$ cat config.mk
export PLATFORM = sky130hd
export DESIGN_NAME = radix_integer_to_digits
export DESIGN_NICKNAME = d
export VERILOG_FILES = /design/src/sv/ritd_pkg.sv /design/src/sv/ritd_ctrl.sv /design/src/sv/ritd_dp.sv /design/src/sv/radix_integer_to_digits.sv
export SDC_FILE = /design/constraint.sdc
export NUM_CORES = 1
export LEC_CHECK = 0
export BUFFER_PORTS_ARGS = -buffer_cell sky130_fd_sc_hd__buf_2
export CAP_MARGIN = 0
export CELL_PAD_IN_SITES_DETAIL_PLACEMENT = 1
export CELL_PAD_IN_SITES_GLOBAL_PLACEMENT = 2
export CORE_MARGIN = 2
export CORE_UTILIZATION = 25
export CTS_BUF_LIST = sky130_fd_sc_hd__clkbuf_4 sky130_fd_sc_hd__clkbuf_8
export DETAILED_ROUTE_END_ITERATION = 8
export GPL_ROUTABILITY_DRIVEN = 0
export PLACE_DENSITY_LB_ADDON = 0.15
export SKIP_CTS_REPAIR_TIMING = 1
export SLEW_MARGIN = 20
export SYNTH_ARGS = -nofsm -noshare
export SYNTH_HDL_FRONTEND = slang
export SYNTH_SLANG_ARGS = --single-unit
$ cat constraint.sdc
create_clock -name clk -period 22.4 [get_ports clk]
set_input_delay 2.24 -clock clk [delete_from_list [all_inputs] [get_ports clk]]
set_output_delay 2.24 -clock clk [all_outputs]
set_load 0.01 [all_outputs]
$ cat src/sv/ritd_pkg.sv
// Shared types and constants for the radix integer-to-digits converter.
`timescale 1ns / 1ps

package ritd_pkg;

    localparam int IN_W      = 64;
    localparam int RADIX_W   = 6;
    localparam int REM_W     = 6;
    localparam int CHAR_W    = 7;
    localparam int STEP_BITS = 8;
    localparam int ADDR_W    = 3;
    localparam int DATA_W    = 32;

    localparam logic [RADIX_W-1:0] RADIX_RESET = 6'd10;
    localparam logic [RADIX_W-1:0] RADIX_MIN   = 6'd2;
    localparam logic [RADIX_W-1:0] RADIX_MAX36 = 6'd36;
    localparam logic [RADIX_W-1:0] RADIX_MAX62 = 6'd62;

    localparam logic REG_RADIX = 1'b0;
    localparam logic REG_ALPHA = 1'b1;

    typedef struct packed {
        logic load;
        logic div_step;
        logic push;
        logic start_emit;
        logic rd;
        logic out_load;
        logic idx_dec;
    } cmd_t;

    typedef struct packed {
        logic q_zero;
        logic cnt_zero;
        logic idx_zero;
        logic out_free;
    } sts_t;

    function automatic logic [CHAR_W-1:0] digit_char_f(input logic [REM_W-1:0] rem);
        logic [CHAR_W-1:0] wide;
        begin
            wide = {1'b0, rem};
            if (rem < 6'd10)
            begin
                digit_char_f = wide + 7'd48;
            end
            else if (rem < 6'd36)
            begin
                digit_char_f = wide + 7'd55;
            end
            else
            begin
                digit_char_f = wide + 7'd61;
            end
        end
    endfunction

endpackage

$ cat src/sv/ritd_ctrl.sv
// Controller state machine that sequences division, digit storage and emission.
`timescale 1ns / 1ps

module ritd_ctrl #(
    parameter int VALUE_BITS = 64
) (
    input  logic          clk,
    input  logic          rst_n,
    input  logic          in_valid,
    output logic          in_stall,
    input  ritd_pkg::sts_t sts,
    output ritd_pkg::cmd_t cmd
);
    import ritd_pkg::*;

    localparam int DIV_CYCLES = (VALUE_BITS + STEP_BITS - 1) / STEP_BITS;
    localparam int STEP_W     = (DIV_CYCLES > 1) ? $clog2(DIV_CYCLES) : 1;
    localparam logic [STEP_W-1:0] STEP_LAST = STEP_W'(DIV_CYCLES - 1);

    localparam logic [2:0] ST_IDLE = 3'd0;
    localparam logic [2:0] ST_DIV  = 3'd1;
    localparam logic [2:0] ST_PUSH = 3'd2;
    localparam logic [2:0] ST_RD   = 3'd3;
    localparam logic [2:0] ST_LOAD = 3'd4;

    logic [2:0]        state_reg;
    logic [2:0]        state_next;
    logic [STEP_W-1:0] step_reg;
    logic [STEP_W-1:0] step_next;

    assign in_stall = (state_reg != ST_IDLE);

    always_comb
    begin
        state_next = state_reg;
        step_next  = step_reg;
        cmd        = '0;
        unique case (state_reg)
            ST_IDLE:
            begin
                if (in_valid)
                begin
                    cmd.load   = 1'b1;
                    step_next  = '0;
                    state_next = ST_DIV;
                end
            end
            ST_DIV:
            begin
                if ((step_reg == '0) && sts.q_zero)
                begin
                    if (sts.cnt_zero)
                    begin
                        state_next = ST_IDLE;
                    end
                    else
                    begin
                        cmd.start_emit = 1'b1;
                        state_next     = ST_RD;
                    end
                end
                else
                begin
                    cmd.div_step = 1'b1;
                    if (step_reg == STEP_LAST)
                    begin
                        step_next  = '0;
                        state_next = ST_PUSH;
                    end
                    else
                    begin
                        step_next = step_reg + 1'b1;
                    end
                end
            end
            ST_PUSH:
            begin
                cmd.push   = 1'b1;
                state_next = ST_DIV;
            end
            ST_RD:
            begin
                cmd.rd     = 1'b1;
                state_next = ST_LOAD;
            end
            ST_LOAD:
            begin
                if (sts.out_free)
                begin
                    cmd.out_load = 1'b1;
                    if (sts.idx_zero)
                    begin
                        state_next = ST_IDLE;
                    end
                    else
                    begin
                        cmd.idx_dec = 1'b1;
                        state_next  = ST_RD;
                    end
                end
            end
            default:
            begin
                state_next = ST_IDLE;
            end
        endcase
    end

    always_ff @(posedge clk or negedge rst_n)
    begin
        if (!rst_n)
        begin
            state_reg <= ST_IDLE;
            step_reg  <= '0;
        end
        else
        begin
            state_reg <= state_next;
            step_reg  <= step_next;
        end
    end

    a_cmd_onehot: assert property (@(posedge clk) disable iff (!rst_n)
        $onehot0({cmd.load, cmd.div_step, cmd.push, cmd.rd, cmd.out_load}))
        else $error("More than one datapath command in one cycle.");

    a_load_free: assert property (@(posedge clk) disable iff (!rst_n)
        cmd.out_load |-> sts.out_free)
        else $error("Output register loaded while it still holds a digit.");

endmodule

$ cat src/sv/ritd_dp.sv
// Datapath: radix divider, digit store and output register.
`timescale 1ns / 1ps

module ritd_dp #(
    parameter int VALUE_BITS = 64
) (
    input  logic                           clk,
    input  logic                           rst_n,
    input  logic [ritd_pkg::IN_W-1:0]      value,
    input  logic [ritd_pkg::RADIX_W-1:0]   radix_cfg,
    input  logic                           alpha_cfg,
    input  ritd_pkg::cmd_t                 cmd,
    output ritd_pkg::sts_t                 sts,
    output logic                           out_valid,
    input  logic                           out_stall,
    output logic [ritd_pkg::CHAR_W-1:0]    digit_char,
    output logic                           last
);
    import ritd_pkg::*;

    localparam int DIV_CYCLES = (VALUE_BITS + STEP_BITS - 1) / STEP_BITS;
    localparam int PAD_BITS   = DIV_CYCLES * STEP_BITS;
    localparam int IDX_W      = $clog2(VALUE_BITS);
    localparam int CNT_W      = $clog2(VALUE_BITS + 1);

    logic [PAD_BITS-1:0] q_reg;
    logic [PAD_BITS-1:0] q_next;
    logic [REM_W-1:0]    rem_reg;
    logic [REM_W-1:0]    rem_next;
    logic [RADIX_W-1:0]  radix_eff_reg;
    logic [RADIX_W-1:0]  radix_eff_next;
    logic [CNT_W-1:0]    cnt_reg;
    logic [IDX_W-1:0]    idx_reg;
    logic [REM_W-1:0]    rd_data_reg;
    logic                out_valid_reg;
    logic [CHAR_W-1:0]   char_reg;
    logic                last_reg;
    logic [REM_W-1:0]    mem [VALUE_BITS];

    logic [REM_W-1:0]     step_rem;
    logic [STEP_BITS-1:0] step_q;

    always_comb
    begin
        logic [REM_W:0]   trial;
        logic [REM_W-1:0] r;
        r      = rem_reg;
        trial  = '0;
        step_q = '0;
        for (int i = 0; i < STEP_BITS; i++)
        begin
            trial = {r, q_reg[PAD_BITS-1-i]};
            if (trial >= {1'b0, radix_eff_reg})
            begin
                trial                  = trial - {1'b0, radix_eff_reg};
                step_q[STEP_BITS-1-i] = 1'b1;
            end
            r = trial[REM_W-1:0];
        end
        step_rem = r;
    end

    always_comb
    begin
        logic [RADIX_W-1:0] top;
        logic [RADIX_W-1:0] r;
        top = alpha_cfg ? RADIX_MAX62 : RADIX_MAX36;
        r   = radix_cfg;
        if (r < RADIX_MIN)
        begin
            r = RADIX_MIN;
        end
        if (r > top)
        begin
            r = top;
        end
        radix_eff_next = cmd.load ? r : radix_eff_reg;
    end

    always_comb
    begin
        q_next   = q_reg;
        rem_next = rem_reg;
        if (cmd.load)
        begin
            q_next   = PAD_BITS'(value[VALUE_BITS-1:0]);
            rem_next = '0;
        end
        else if (cmd.div_step)
        begin
            q_next   = (q_reg << STEP_BITS) | PAD_BITS'(step_q);
            rem_next = step_rem;
        end
        else if (cmd.push)
        begin
            rem_next = '0;
        end
    end

    always_ff @(posedge clk)
    begin
        q_reg <= q_next;
    end

    always_ff @(posedge clk or negedge rst_n)
    begin
        if (!rst_n)
        begin
            rem_reg       <= '0;
            radix_eff_reg <= RADIX_MIN;
            cnt_reg       <= '0;
            idx_reg       <= '0;
            out_valid_reg <= 1'b0;
        end
        else
        begin
            rem_reg       <= rem_next;
            radix_eff_reg <= radix_eff_next;
            if (cmd.load)
            begin
                cnt_reg <= '0;
            end
            else if (cmd.push)
            begin
                cnt_reg <= cnt_reg + 1'b1;
            end
            if (cmd.start_emit)
            begin
                idx_reg <= IDX_W'(cnt_reg - 1'b1);
            end
            else if (cmd.idx_dec)
            begin
                idx_reg <= idx_reg - 1'b1;
            end
            if (cmd.out_load)
            begin
                out_valid_reg <= 1'b1;
            end
            else if (out_valid_reg && !out_stall)
            begin
                out_valid_reg <= 1'b0;
            end
        end
    end

    always_ff @(posedge clk)
    begin
        if (cmd.push)
        begin
            mem[cnt_reg[IDX_W-1:0]] <= rem_reg;
        end
        if (cmd.rd)
        begin
            rd_data_reg <= mem[idx_reg];
        end
    end

    always_ff @(posedge clk)
    begin
        if (cmd.out_load)
        begin
            char_reg <= digit_char_f(rd_data_reg);
            last_reg <= (idx_reg == '0);
        end
    end

    assign sts.q_zero   = (q_reg == '0);
    assign sts.cnt_zero = (cnt_reg == '0);
    assign sts.idx_zero = (idx_reg == '0);
    assign sts.out_free = !out_valid_reg || !out_stall;

    assign out_valid  = out_valid_reg;
    assign digit_char = char_reg;
    assign last       = last_reg;

    a_rem_range: assert property (@(posedge clk) disable iff (!rst_n)
        rem_reg < radix_eff_reg)
        else $error("Partial remainder is not below the radix.");

    a_radix_floor: assert property (@(posedge clk) disable iff (!rst_n)
        radix_eff_reg >= RADIX_MIN)
        else $error("Working radix below two.");

    a_cnt_bound: assert property (@(posedge clk) disable iff (!rst_n)
        cnt_reg <= CNT_W'(VALUE_BITS))
        else $error("Digit count exceeds the digit store.");

endmodule

$ cat src/sv/radix_integer_to_digits.sv
// Top level of the radix integer-to-digits converter with its register port.
`timescale 1ns / 1ps

// Converts an unsigned value into ASCII digit characters in a configured radix.
// Input channel: value with in_valid/in_stall; a transfer takes place when
// in_valid is high and in_stall is low. Output channel: digit_char and last with
// out_valid/out_stall; one transfer per digit, most significant first, with last
// set on the final digit. A value of zero gives no output transfers.
// Each digit is worked out by a run of divider steps, each retiring eight
// quotient bits per cycle, and is then pushed into the digit store; once
// all digits are in, each is read from the digit store and loaded into the
// output register, most significant first. A 64-bit value has up to 20
// digits in radix 10 and up to 64 digits in radix 2.
// One item is in work at a time; the next item is taken as soon as the final
// digit sits in the output register, even while that digit is still stalled.
// A stalled output register holds its digit and pauses emission.
// Reset sets radix to 10 and alphabet_select to 0 and empties the block.
// Configuration is to be written over the APB port only while the block is
// idle; the block itself does not enforce this.
module radix_integer_to_digits #(
    parameter int VALUE_BITS = 64
) (
    input  logic                           clk,
    input  logic                           rst_n,
    input  logic                           psel,
    input  logic                           penable,
    input  logic                           pwrite,
    input  logic [ritd_pkg::ADDR_W-1:0]    paddr,
    input  logic [ritd_pkg::DATA_W-1:0]    pwdata,
    output logic [ritd_pkg::DATA_W-1:0]    prdata,
    output logic                           pready,
    input  logic                           in_valid,
    output logic                           in_stall,
    input  logic [ritd_pkg::IN_W-1:0]      value,
    output logic                           out_valid,
    input  logic                           out_stall,
    output logic [ritd_pkg::CHAR_W-1:0]    digit_char,
    output logic                           last
);
    import ritd_pkg::*;

    logic [RADIX_W-1:0] radix_reg;
    logic               alpha_reg;
    logic               wr_en;
    cmd_t               cmd;
    sts_t               sts;

    assign pready = 1'b1;
    assign wr_en  = psel && penable && pwrite;

    always_ff @(posedge clk or negedge rst_n)
    begin
        if (!rst_n)
        begin
            radix_reg <= RADIX_RESET;
            alpha_reg <= 1'b0;
        end
        else if (wr_en)
        begin
            unique case (paddr[2])
                REG_RADIX: radix_reg <= pwdata[RADIX_W-1:0];
                REG_ALPHA: alpha_reg <= pwdata[0];
                default:   radix_reg <= radix_reg;
            endcase
        end
    end

    always_comb
    begin
        unique case (paddr[2])
            REG_RADIX: prdata = DATA_W'(radix_reg);
            REG_ALPHA: prdata = DATA_W'(alpha_reg);
            default:   prdata = '0;
        endcase
    end

    ritd_ctrl #(
        .VALUE_BITS (VALUE_BITS)
    ) u_ctrl (
        .clk      (clk),
        .rst_n    (rst_n),
        .in_valid (in_valid),
        .in_stall (in_stall),
        .sts      (sts),
        .cmd      (cmd)
    );

    ritd_dp #(
        .VALUE_BITS (VALUE_BITS)
    ) u_dp (
        .clk        (clk),
        .rst_n      (rst_n),
        .value      (value),
        .radix_cfg  (radix_reg),
        .alpha_cfg  (alpha_reg),
        .cmd        (cmd),
        .sts        (sts),
        .out_valid  (out_valid),
        .out_stall  (out_stall),
        .digit_char (digit_char),
        .last       (last)
    );

endmodule

==> reports/qor.yml <==
largest_register_ffs: 384
yosys_warnings: 0
syn-mean-instance-area_um2: 14.8
crit_family: "compound AO/OA/AOI/OAI gates"
synthArstFlopShare_pct: 7.78
hpwl_mm: 44.2
overflow: 0
min_from: "u_dp.radix_eff_reg[4]"
critPathKind: "reg -> reg"
fmax_ghz: 0.0497
cts_made_buffers: 89
postSynthCellCount: 1580
clk_pin_slew_ns: 0.07
antenna_found_initial: 1
drt_pass1_iterations: 4
ctsRootBufferMaster: "clkbuf_8"
cts-htree-levels: 3
dieHeight_um: 310
r2r-start: "u_dp.radix_eff_reg[1]"
synthFlopType: "edfxtp_1"
critical_path_arrival_ns: 20.69
synth_area_um2: 23400
yosysTopAreaCell: "edfxtp_1"
cts.sinks: 501
io_pins: 149
cp.required_ns: 22.96
rsz0062_at_grt: "false"
cpMostUsedCell: "ha_1"
start_kind: "register"
cap_violations: 0
worstMarginPinSlew_ns: 0.991
final_nets: 1897
yosys_register_bits: 501
final.setup_skew_ns: 0.0405
synth_area_leaders: "edfxtp_1, mux4_2, dfrtp_1, nand2_1, ha_1"
wl_per_cell_um: 21.7
grt_max_degree: 69
die_area_um2: 96100
synth_common_cells: "edfxtp_1, nand2_1, mux4_2, nor2_1, ha_1"
setup_tns_ns: 0
drc: 0
worstSkewPairLatency_ns: 0.69
synth_most_common_cell: "edfxtp_1"
vias_per_cell: 4.49
yosysSeqAreaShare_pct: 63.5
num_vias: 13631
start_util_pct: 25.1
worst_path_max_delay_cell: "dfstp_2"
fin_crit_sh_pct: 89.9
critPathMaxFanout: 10
antenna_left: 0
synth_edf_count: 462
rows: 112
slew_viol_final: 0
critPathLaunch: "u_dp.radix_eff_reg[1]"
cts_tree: "done"
area_growth_pct: 15.2
status: "complete, no violations"
synth_top_area_share_pct: 59.3
hp-class: "reg -> reg"
setup_viol: 0
path_buf_inv: 6
cp-end-kind: "register"
port_buffers: 93
drive_above_1_share_pct: 24.1
wl_mm: 65.8
yosysUniqueCellTypes: 77
slowest_delay_ns: 0.80
grt_pass1_vias: 14779
slew_headroom_pct: 33.9
first_iter_violations: 770
track_usage_pct: 13.8
grt_pass1_wl_mm: 97.5
place_ws_ns: 1.93
layout_min_cycle_time_ns: 20.13
core_um2: 93000
cts_max_path_buffers: 3
die-width_um: 310
hold_viol_final: 0
fin_util_pct: 29.0
fin_ws_ns: 2.27
-- path summary, 6_finish.rpt --
check                      cells after the start                    end  slack, ns
hold / removal                                 2  u_dp.radix_eff_reg[4]       0.48
max in group asynchronous                      2        u_dp.idx_reg[1]      20.20
setup reg to reg                              75        u_dp.rem_reg[0]       2.27
setup / recovery                              75        u_dp.rem_reg[0]       2.27
min in group asynchronous                      2           radix_reg[5]       1.65
hold reg to reg                                2  u_dp.radix_eff_reg[4]       0.48
-- placed cells by master, fill, tap and decap left out, types with 24 or more instances in the layout --
cell type    n
nor2_1     110
mux4_2     125
edfxtp_1   462
inv_1       50
ha_1        62
clkbuf_8    91
o21ai_0     47
nand2_1    224
a21oi_1     42
dfrtp_1     27
buf_2       93
conb_1      27
clkbuf_4    24
-- routing by layer --
layer	track usage (%)	vias to the layer above	routed length (µm)
met5	0	-	0
li1	-	6298	-
met3	2.16	100	1870
met1	17.7	7043	29100
met2	23.8	190	33300
met4	4.30	0	1570
-- cells by family after synthesis --
family | count (synthesis) | synth area share, %
adders and majority gates | 71 | 4.09
AOI/OAI and AO/OA | 186 | 5.25
muxes | 156 | 13.5
xor gates and xnor gates | 40 | 1.50
buffers and inverters | 145 | 2.83
DFF | 501 | 63.5
other | 2 | 0.0321
and+or+nand+nor | 479 | 9.30
-- worst reg2reg max path, delay by kind of cell, from the launching register on --
family | cells | cell delay (ns)
compound gates | 42 | 10.49
simple gates | 15 | 3.17
fa+ha+maj | 8 | 2.79
mux | 4 | 1.59
buf+inv | 6 | 1.13
flops | 1 | 0.80
-- final cells by class --
class                      count  area [µm²]
antenna                        1        2.50
clock buffer                 115        1430
clock inverter                40         274
fill                        9945       66100
inverter                      54         203
multi-input combinational    959        7990
sequential                   501       14900
tap                         1254        1570
timing repair buffer         115         631
-- through the flow --
step | hold WS (ns) | cell area, µm² | std cells
2_1_floorplan | 0.450 | 23500 | 1605
3_3_place_gp | 0.471 | 25300 | 2883
3_5_place_dp | 0.476 | 25300 | 2883
4_1_cts | 0.490 | 27000 | 3038
5_1_grt | 0.537 | 27000 | 3039
6_report | 0.482 | 27000 | 3039
Power is left out: the tool's default activity adds up to more than one toggle a clock period on the data nets, which glitch-free logic cannot reach.
